==> config.mk <==
export PLATFORM = sky130hd
export DESIGN_NAME = raq_back
export DESIGN_NICKNAME = d
export VERILOG_FILES = /design/src/rtl/raq_pkg.sv /design/src/rtl/raq_back.sv
export SDC_FILE = /design/constraint.sdc
export NUM_CORES = 2
export LEC_CHECK = 0
export BUFFER_PORTS_ARGS = -buffer_cell sky130_fd_sc_hd__buf_2
export CORE_MARGIN = 2
export CORE_UTILIZATION = 33
export DETAILED_ROUTE_END_ITERATION = 12
export GPL_ROUTABILITY_DRIVEN = 0
export PLACE_DENSITY = 0.61
export SYNTH_ARGS = -nofsm -noshare
export SYNTH_HDL_FRONTEND = slang
export SYNTH_SLANG_ARGS = --single-unit
==> constraint.sdc <==
create_clock -name clk -period 10.3 [get_ports clk]
set_clock_uncertainty 0.2 [all_clocks]
set_input_delay 0 -clock clk [delete_from_list [all_inputs] [get_ports clk]]
set_output_delay 0 -clock clk [all_outputs]
set_load 0.02 [all_outputs]
==> src/rtl/raq_pkg.sv <==
// ----------------------------------------------------------------------------
// raq_pkg
// shared types, constants and helpers of the row absmax int8 quantizer
// ----------------------------------------------------------------------------
package raq_pkg;

  localparam int ROW_MAX   = 64;
  localparam int IDX_W     = 6;
  localparam int CNT_W     = 7;
  localparam int RAM_DEPTH = 128;
  localparam int RAM_AW    = 7;
  localparam int DIV_W     = 57;
  localparam int MANT_W    = 24;

  localparam logic [31:0] SCALE_FLOOR = 32'h322B_CC77;
  localparam logic [31:0] FP_INF      = 32'h7F80_0000;
  localparam logic [DIV_W-1:0] RECIP_DVD = DIV_W'(1) << 49;

  localparam logic [3:0] QB_MIN   = 4'd2;
  localparam logic [3:0] QB_MAX   = 4'd8;
  localparam logic [3:0] QB_RESET = 4'd8;

  localparam logic [1:0] KIND_ZERO = 2'd0;
  localparam logic [1:0] KIND_SAT  = 2'd1;
  localparam logic [1:0] KIND_NUM  = 2'd2;

  typedef struct packed {
    logic [CNT_W-1:0] count;
    logic [30:0]      amax;
    logic             ovf;
    logic             bank;
  } row_desc_t;

  typedef struct packed {
    logic              en;
    logic [RAM_AW-1:0] addr;
    logic [31:0]       data;
  } ram_wr_t;

  typedef struct packed {
    logic valid;
    logic bank;
  } bank_rel_t;

  typedef struct packed {
    logic              start;
    logic [DIV_W-1:0]  dividend;
    logic [MANT_W-1:0] divisor;
  } div_req_t;

  typedef struct packed {
    logic             done;
    logic [DIV_W-1:0] quot;
    logic             rem_nz;
  } div_rsp_t;

  function automatic logic [6:0] qmax_of(input logic [3:0] qb);
    logic [3:0] b;
    b = qb;
    if (qb < QB_MIN) b = QB_MIN;
    if (qb > QB_MAX) b = QB_MAX;
    return 7'((8'd1 << (b - 4'd1)) - 8'd1);
  endfunction

endpackage

==> src/rtl/raq_back.sv <==
// ----------------------------------------------------------------------------
// raq_back
// per-row scale and reciprocal, then element read-out, quantize and output
// ----------------------------------------------------------------------------
module raq_back import raq_pkg::*; (
  input  logic              clk,
  input  logic              rst,
  input  logic [3:0]        quant_bits,
  input  logic              q_valid,
  input  row_desc_t         q_desc,
  output logic              q_pop,
  output div_req_t          div_req,
  input  div_rsp_t          div_rsp,
  output logic              rd_en,
  output logic [RAM_AW-1:0] rd_addr,
  input  logic [31:0]       rd_data,
  output bank_rel_t         rel,
  output logic              out_valid,
  input  logic              out_ready,
  output logic [7:0]        out_q,
  output logic [31:0]       out_scale,
  output logic              out_last,
  output logic              out_ovf
);

  localparam logic [2:0] ST_IDLE  = 3'd0;
  localparam logic [2:0] ST_DIV   = 3'd1;
  localparam logic [2:0] ST_SCL   = 3'd2;
  localparam logic [2:0] ST_RCP   = 3'd3;
  localparam logic [2:0] ST_INV   = 3'd4;
  localparam logic [2:0] ST_EMIT  = 3'd5;
  localparam logic [2:0] ST_DRAIN = 3'd6;

  logic [2:0]        state;
  row_desc_t         cur;
  logic [31:0]       scale;
  logic              inv_zero;
  logic [MANT_W-1:0] mi;
  logic signed [9:0] ei;
  logic [CNT_W-1:0]  idx;
  logic              adv;
  logic              issue;
  logic              issue_last;

  logic              s1_v;
  logic              s1_last;
  logic              s2_v;
  logic [47:0]       s2_prod;
  logic signed [9:0] s2_s;
  logic              s2_sign;
  logic [1:0]        s2_kind;
  logic              s2_last;

  // scale rounding
  logic [55:0] sq;
  logic [2:0]  sd;
  logic        sfound;
  logic [55:0] sqn;
  logic [23:0] smant;
  logic        sg;
  logic        sst;
  logic [24:0] sr;
  logic [8:0]  se;
  logic [31:0] scl_bits;

  // reciprocal rounding
  logic [26:0]       rq;
  logic              rhi;
  logic signed [9:0] rb;
  logic              rnorm;
  logic              rsh4;
  logic [23:0]       rmant;
  logic              rg;
  logic              rst_bit;
  logic [24:0]       rr;
  logic [MANT_W-1:0] inv_m;
  logic signed [9:0] inv_e;

  // element rounding
  logic              phi;
  logic signed [9:0] pt;
  logic [23:0]       pmant;
  logic              pg;
  logic              pst;
  logic [24:0]       pr;
  logic [4:0]        pk;
  logic [25:0]       psum;
  logic [25:0]       pq;
  logic [9:0]        qmag;
  logic [7:0]        num_q;
  logic [7:0]        sat_q;
  logic [7:0]        res_q;

  assign adv        = !out_valid || out_ready;
  assign issue      = (state == ST_EMIT) && adv;
  assign issue_last = idx == (cur.count - CNT_W'(1));
  assign rd_en      = issue;
  assign rd_addr    = {cur.bank, idx[IDX_W-1:0]};
  assign rel.valid  = issue && issue_last;
  assign rel.bank   = cur.bank;
  assign q_pop      = (state == ST_IDLE) && q_valid;

  always_comb begin
    sq     = div_rsp.quot[55:0];
    sd     = 3'd7;
    sfound = 1'b0;
    for (int i = 0; i < 8; i++) begin
      if (!sfound && sq[55-i]) begin
        sd     = 3'(i);
        sfound = 1'b1;
      end
    end
    sqn      = sq << sd;
    smant    = sqn[55:32];
    sg       = sqn[31];
    sst      = (|sqn[30:0]) || div_rsp.rem_nz;
    sr       = {1'b0, smant} + 25'(sg && (sst || smant[0]));
    se       = {1'b0, cur.amax[30:23]} - {6'd0, sd} + {8'd0, sr[24]};
    scl_bits = {1'b0, se[7:0], sr[24] ? 23'd0 : sr[22:0]};
  end

  always_comb begin
    rq    = div_rsp.quot[26:0];
    rhi   = rq[26];
    rb    = (rhi ? 10'sd254 : 10'sd253) - $signed({2'b00, scale[30:23]});
    rnorm = rb > 10'sd0;
    rsh4  = scale[30:23] == 8'd254;
    if (rnorm && !rhi) begin
      rmant   = rq[25:2];
      rg      = rq[1];
      rst_bit = rq[0] || div_rsp.rem_nz;
    end else if (!rnorm && rsh4) begin
      rmant   = {1'b0, rq[26:4]};
      rg      = rq[3];
      rst_bit = (|rq[2:0]) || div_rsp.rem_nz;
    end else begin
      rmant   = rq[26:3];
      rg      = rq[2];
      rst_bit = (|rq[1:0]) || div_rsp.rem_nz;
    end
    rr = {1'b0, rmant} + 25'(rg && (rst_bit || rmant[0]));
    if (rnorm) begin
      if (rr[24]) begin
        inv_m = rr[24:1];
        inv_e = rb - 10'sd149;
      end else begin
        inv_m = rr[23:0];
        inv_e = rb - 10'sd150;
      end
    end else if (rr[23]) begin
      inv_m = rr[23:0];
      inv_e = -10'sd149;
    end else if (rr[22]) begin
      inv_m = {rr[22:0], 1'b0};
      inv_e = -10'sd150;
    end else begin
      inv_m = {rr[21:0], 2'b00};
      inv_e = -10'sd151;
    end
  end

  always_comb begin
    div_req.start    = 1'b0;
    div_req.dividend = RECIP_DVD;
    div_req.divisor  = {1'b1, SCALE_FLOOR[22:0]};
    case (state)
      ST_IDLE: begin
        if (q_valid && (q_desc.amax > SCALE_FLOOR[30:0])) begin
          div_req.start    = q_desc.amax[30:23] != 8'hFF;
          div_req.dividend = {1'b0, 1'b1, q_desc.amax[22:0], 32'd0};
          div_req.divisor  = {17'd0, qmax_of(quant_bits)};
        end else begin
          div_req.start = q_valid;
        end
      end
      ST_SCL: begin
        div_req.start   = 1'b1;
        div_req.divisor = {1'b1, scl_bits[22:0]};
      end
      default: begin
        div_req.start = 1'b0;
      end
    endcase
  end

  always_ff @(posedge clk) begin
    if (rst) begin
      state <= ST_IDLE;
      idx   <= '0;
    end else begin
      case (state)
        ST_IDLE: begin
          idx <= '0;
          if (q_valid) begin
            cur <= q_desc;
            if (q_desc.amax > SCALE_FLOOR[30:0]) begin
              if (q_desc.amax[30:23] == 8'hFF) begin
                scale    <= FP_INF;
                inv_zero <= 1'b1;
                state    <= ST_EMIT;
              end else begin
                inv_zero <= 1'b0;
                state    <= ST_DIV;
              end
            end else begin
              scale    <= SCALE_FLOOR;
              inv_zero <= 1'b0;
              state    <= ST_RCP;
            end
          end
        end
        ST_DIV: begin
          if (div_rsp.done) state <= ST_SCL;
        end
        ST_SCL: begin
          scale <= scl_bits;
          state <= ST_RCP;
        end
        ST_RCP: begin
          if (div_rsp.done) state <= ST_INV;
        end
        ST_INV: begin
          mi    <= inv_m;
          ei    <= inv_e;
          state <= ST_EMIT;
        end
        ST_EMIT: begin
          if (issue) begin
            idx <= idx + CNT_W'(1);
            if (issue_last) state <= ST_DRAIN;
          end
        end
        ST_DRAIN: begin
          if (!s1_v && !s2_v) state <= ST_IDLE;
        end
        default: begin
          state <= ST_IDLE;
        end
      endcase
    end
  end

  // element pipeline: read, multiply, round into the output register
  always_ff @(posedge clk) begin
    if (rst) begin
      s1_v      <= 1'b0;
      s2_v      <= 1'b0;
      out_valid <= 1'b0;
    end else if (adv) begin
      s1_v      <= issue;
      s2_v      <= s1_v;
      out_valid <= s2_v;
    end
  end

  always_ff @(posedge clk) begin
    if (adv) begin
      s1_last  <= issue_last;
      s2_last  <= s1_last;
      s2_prod  <= {1'b1, rd_data[22:0]} * mi;
      s2_s     <= $signed({2'b00, rd_data[30:23]}) - 10'sd150 + ei;
      s2_sign  <= rd_data[31];
      if (rd_data[30:23] == 8'd0) begin
        s2_kind <= KIND_ZERO;
      end else if (rd_data[30:23] == 8'hFF) begin
        s2_kind <= ((|rd_data[22:0]) || inv_zero) ? KIND_ZERO : KIND_SAT;
      end else begin
        s2_kind <= inv_zero ? KIND_ZERO : KIND_NUM;
      end
      out_q     <= res_q;
      out_scale <= scale;
      out_last  <= s2_last;
      out_ovf   <= cur.ovf;
    end
  end

  always_comb begin
    phi   = s2_prod[47];
    pt    = s2_s + (phi ? 10'sd47 : 10'sd46);
    pmant = phi ? s2_prod[47:24] : s2_prod[46:23];
    pg    = phi ? s2_prod[23] : s2_prod[22];
    pst   = phi ? (|s2_prod[22:0]) : (|s2_prod[21:0]);
    pr    = {1'b0, pmant} + 25'(pg && (pst || pmant[0]));
    pk    = 5'(10'sd23 - pt);
    psum  = {1'b0, pr} + (26'd1 << (pk - 5'd1));
    pq    = psum >> pk;
    qmag  = pq[9:0];
    sat_q = s2_sign ? 8'h80 : 8'h7F;
    if (s2_sign) begin
      num_q = (qmag >= 10'd128) ? 8'h80 : (~qmag[7:0] + 8'd1);
    end else begin
      num_q = (qmag > 10'd127) ? 8'h7F : qmag[7:0];
    end
    case (s2_kind)
      KIND_SAT: res_q = sat_q;
      KIND_NUM: begin
        if (pt > 10'sd7) res_q = sat_q;
        else if (pt < -10'sd2) res_q = 8'd0;
        else res_q = num_q;
      end
      default: res_q = 8'd0;
    endcase
  end

endmodule

* Word-level counts from Yosys, hierarchy flattened
Cells that the tools add are included.
** Cells by class
- Add/subtract/negate cells :: 19
- Shift operators :: 4
- $mul :: 1
- Order comparisons :: 8
- Reductions and logical operators :: 53
- Bitwise operators :: 2
- Equality and inequality tests :: 20
- Muxes and demuxes :: 70
** Operator list (number)
- 2-to-1 mux 24 bit :: 7
- 2-to-1 mux 32 bit :: 3
- 2-to-1 mux 80 bit :: 1
- adder 24 x 1 -> 25 bit :: 3
- one-hot mux 32 bit (2 select lines) :: 1
- 2-to-1 mux 57 bit :: 1
- << shifter 56 x 3 -> 56 bit :: 1
- multiplier 24 x 24 -> 48 bit :: 1
- 2-to-1 mux 3 bit :: 16
- 2-to-1 mux 8 bit :: 6
- one-hot mux 24 bit (2 select lines) :: 1
- OR reduction 23 bit :: 2
- greater-than comparator 31 x 30 -> 1 bit (second input constant) :: 1
- OR reduction 31 bit :: 1
- adder 25 x 26 -> 26 bit :: 1
- << shifter 1 x 5 -> 26 bit (first input constant) :: 1
- >> shifter 26 x 5 -> 10 bit :: 1
- == test 8 bit (second input constant) :: 3
- 2-to-1 mux 23 bit :: 1
- OR reduction 22 bit :: 1
- one-hot mux 3 bit (7 select lines) :: 1
- 2-to-1 mux 10 bit :: 2
- subtractor 9 x 9 -> 10 bit (second input constant) :: 2
- logical AND 1 bit :: 17
- 49 further kinds :: 102
** Storage, ports and cells
- Output and inout port bits :: 136
- Register bits after elaboration :: 225
- Bits of input ports :: 139

* Depth between registers and ports, before layout
- Depth after elaboration :: 30
- Gate-level depth with buffers :: 28

* Worst setup path after synthesis
Ideal clock, no wire load.
- Kind :: reg-to-reg
- Start :: register mi[8]
- End :: register s2_prod[47] (data pin)
- Required time :: 9834 ps
- Data arrival time :: 6834 ps
- Cell stages (with the launch flop) :: 28
- Path buffers :: 1
- Path slack :: 3000 ps
- Cells stage by stage :: edfxtp_1 -> clkbuf_1 -> nand2_1 -> fa_1 -> inv_1 -> fa_1 -> fa_1 -> inv_1 -> fa_1 -> inv_1 -> fa_1 -> inv_1 -> fa_1 -> inv_1 -> fa_1 -> ha_1 -> and3_1 -> a221o_1 -> a21oi_1 -> nor3b_1 -> o21ai_0 -> nand2_1 -> or4_1 -> a31oi_1 -> o21ai_0 -> nor3_1 -> nor4_1 -> xnor2_1
** Between the ends
- Longest elaborated chain between the ends :: 1
** RTL lines
- start: declaration :: line raq_back.sv:38 : logic [MANT_W-1:0] mi;
- start signal: assignment :: line raq_back.sv:223 : mi <= inv_m;
- multiplier 24 x 24 -> 48 bit :: line raq_back.sv:260 : s2_prod <= {1'b1, rd_data[22:0]} * mi;
- end signal: assignment :: line raq_back.sv:260
- end: declaration :: line raq_back.sv:48 : logic [47:0] s2_prod;
No other way between the ends.
A chain may end at the register's enable or synchronous reset.

* Worst setup path in the final report
- Start :: register mi[10]
- End :: register s2_prod[47] (data pin)
Same word-level chain as after synthesis.

==> flow_summary.ini <==
[routing]
drc = 0
first_iter_violations = 1887
first_pass_iters = 5
drtAntennaViolNets = 0
routed_via_density = 5.201
vias = 28710
drt_wl_total_mm = 99.12
wl_per_cell_um = 17.96

[sta]
final.period_utilization_pct = 84.26
tightestPinTransition_ns = 1.140
maxSlewViolCount = 0
setup_tns_ns = 0
rsz0062_at_grt = no
hold_viol = 0
setup_viol = 0
setup_ws_ns = 1.621
fmax_ghz = 0.1152
min_period_ns = 8.679
maxSlewHeadroom_pct = 23.72

[layout]
final_cell_area_um2 = 38760
nFillCells = 10860
num-nets-final = 4961
final_cells = 5520
drive_above_1_share_pct = 10.35
area_growth_pct = 9.737

[placed_design]
dp_worst_setup_slack_ns = 1.623
placed_cells = 5439
post-dp-hpwl_mm = 76.81
port_buffers = 239
post_dp_cell_area_um2 = 37670

[synth]
async_flop_share_pct = 0
syn_avg_cell_area_um2 = 8.929
synth_warnings = 0
synth_top_area_cell = fa_1
yosys.cell_count.top_type = inv_1
synth-seq-cells = 200
synth_top_area_share_pct = 27.60
synth_commonest_cells = 571 x inv_1, 555 x nand2_1, 487 x fa_1, 234 x ha_1, 217 x and2_1
synth_edf_count = 187
yosysUniqueCellTypes = 106
ys_seq_area_share_pct = 16.63
synth-main-ff-cell = edfxtp_1
syn-cell-area_um2 = 35320
syn_inst = 3956
synthTopCellsByArea = fa_1 28%, edfxtp_1 16%, ha_1 8.3%

[cts]
cts_max_path_buffers = 2
cts_buffers = 17
tritoncts = built
post_cts_resized = 0
htreeDepth = 4
clk_pin_slew_worst_paths_ns = 0.09
cts_sinks = 200
worstSkewPairLatency_ns = 0.50
root_buffer = clkbuf_16

[critical_path]
cp-end-kind = flop
worst-path-buf-inv = 6
startpoint_type = flop
cp.arrival_ns = 8.72
rr_startpoint = mi[10]
critical_path.top_delay_family = adder cells
crit_fanout = 18
cp_slowest_cell = edfxtp_1
crit_top_cell = fa_1
cp.required_ns = 10.34
worstSetupStartpoint = mi[10]
critical_path.max_stage_delay_ns = 1.03
critPathKind = flop to flop
r2r_slack_ns = 1.62

[global_routing]
grt.overflow.total = 0
grt_pass1_wl_mm = 158.0
antenna_found_initial = 8
grt_pass1_vias = 28510
grtUsageTotal_pct = 18.27
grt_max_degree = 62

[die]
core_um2 = 106600
num_rows = 120
die_w_um = 331.2
ios = 275
design.die.area_um2 = 109700
start_util_pct = 33.14
die_h_um = 331.2

[status]
outcome = finished, final reports clean

[power]
ir_drop_mv = 0.4357
powerDensity_nw_per_um2 = 306.3
leakage_nw = 17.77

[flow_run]
maxCapViolations = 0

[min_path]
hold_class = input pin to flop
holdCritStartpoint = q_desc[31]
stage by stage:
stage | util [%] | hold slack (ns) | total power [mW]
after floorplan | - | -0.1169 | 8.647
after global placement | 35.34 | -0.02309 | 11.08
after detailed placement | 35.34 | -0.02148 | 11.14
after CTS | 36.36 | 0.003164 | 11.96
after global routing | 36.36 | 0.03745 | 13.14
final | 36.36 | 0.04191 | 11.87
report_power, final:
group          switching (mW)  internal, mW  total, mW
clock                   0.371         0.340      0.711
combinational            5.69          3.93       9.62
sequential             0.0760          1.47       1.54
total                    6.13          5.74       11.9
timing repair:
item | 4_1_cts | 5_1_grt
setup buffers | 0 | 0
hold buffers | 46 | 0
endpoints found under the hold margin | 54 | 0
layout make-up:
cell class | count | area, µm² | share of cell area [%]
Sequential cell | 200 | 5876 | 15.16
Tap cell | 1403 | 1755 | 4.529
Multi-Input combinational cell | 2971 | 26290 | 67.82
Clock buffer | 18 | 439.2 | 1.133
Timing Repair Buffer | 339 | 2062 | 5.319
Inverter | 572 | 2150 | 5.545
Antenna cell | 3 | 7.507 | 0.01937
Clock inverter | 14 | 185.2 | 0.4777
logic make-up after synthesis:
logic type	synth area share, %
AND/OR/NAND/NOR	19.08
other	0.01062
AO/OA/AOI/OAI	11.13
buffers and inverters	9.383
multiplexers	4.190
flip-flops	16.63
XOR/XNOR	3.691
adder cells (fa/ha/maj)	35.89
layer usage:
layer  up-vias  routed length [µm]  global-route usage [%]  part of all wire [%]
li1      13360                   -                       -                     -
met1     14290               41610                   24.10                    42
met2       923               50050                   31.83                    50
met3       126                5644                   2.365                   5.7
met4         6                1781                   4.152                   1.8
met5         -                  34                       0                 0.034
flip-flops by register name, indices dropped and copies added (netlist names), 2 cells and up:
signal / flops
s2_prod: 48
out_scale: 31
scale: 31
mi: 24
cur: 16
ei: 10
s2_s: 10
out_q: 8
idx: 7
state: 3
s2_kind: 2
worst paths after layout:
kind                       end  cells after the start
hold reg to reg   out_scale[5]                      0
hold / removal         cur[31]                      2
setup reg to reg   s2_prod[47]                     27
setup / recovery   s2_prod[47]                     27
layout by cell type, fill, tap and decap left out, types with 17 or more instances in the layout:
cell type,synthesis,final
a31oi_1,36,36
and2_1,217,217
clkbuf_16,0,17
o211ai_1,21,21
xnor2_1,92,91
conb_1,1,34
buf_2,15,239
nor4_1,32,32
o21a_1,22,22
fa_1,487,487
edfxtp_1,187,187
mux2_2,31,31
o21ai_0,97,97
nor2_1,209,209
dlygate4sd3_1,0,46
mux2i_1,53,53
buf_4,47,54
nand4_1,35,35
ha_1,234,234
xor2_1,55,55
o22ai_1,18,17
nand2_1,555,555
nor2b_1,27,27
a21oi_1,150,150
a21o_1,30,30
a211oi_1,21,21
nor3_1,54,53
or3_1,22,22
inv_1,571,570
and3_1,48,48
nand2b_1,26,26
nand3_1,79,79
No activity file was read; power rests on OpenSTA's default activity.
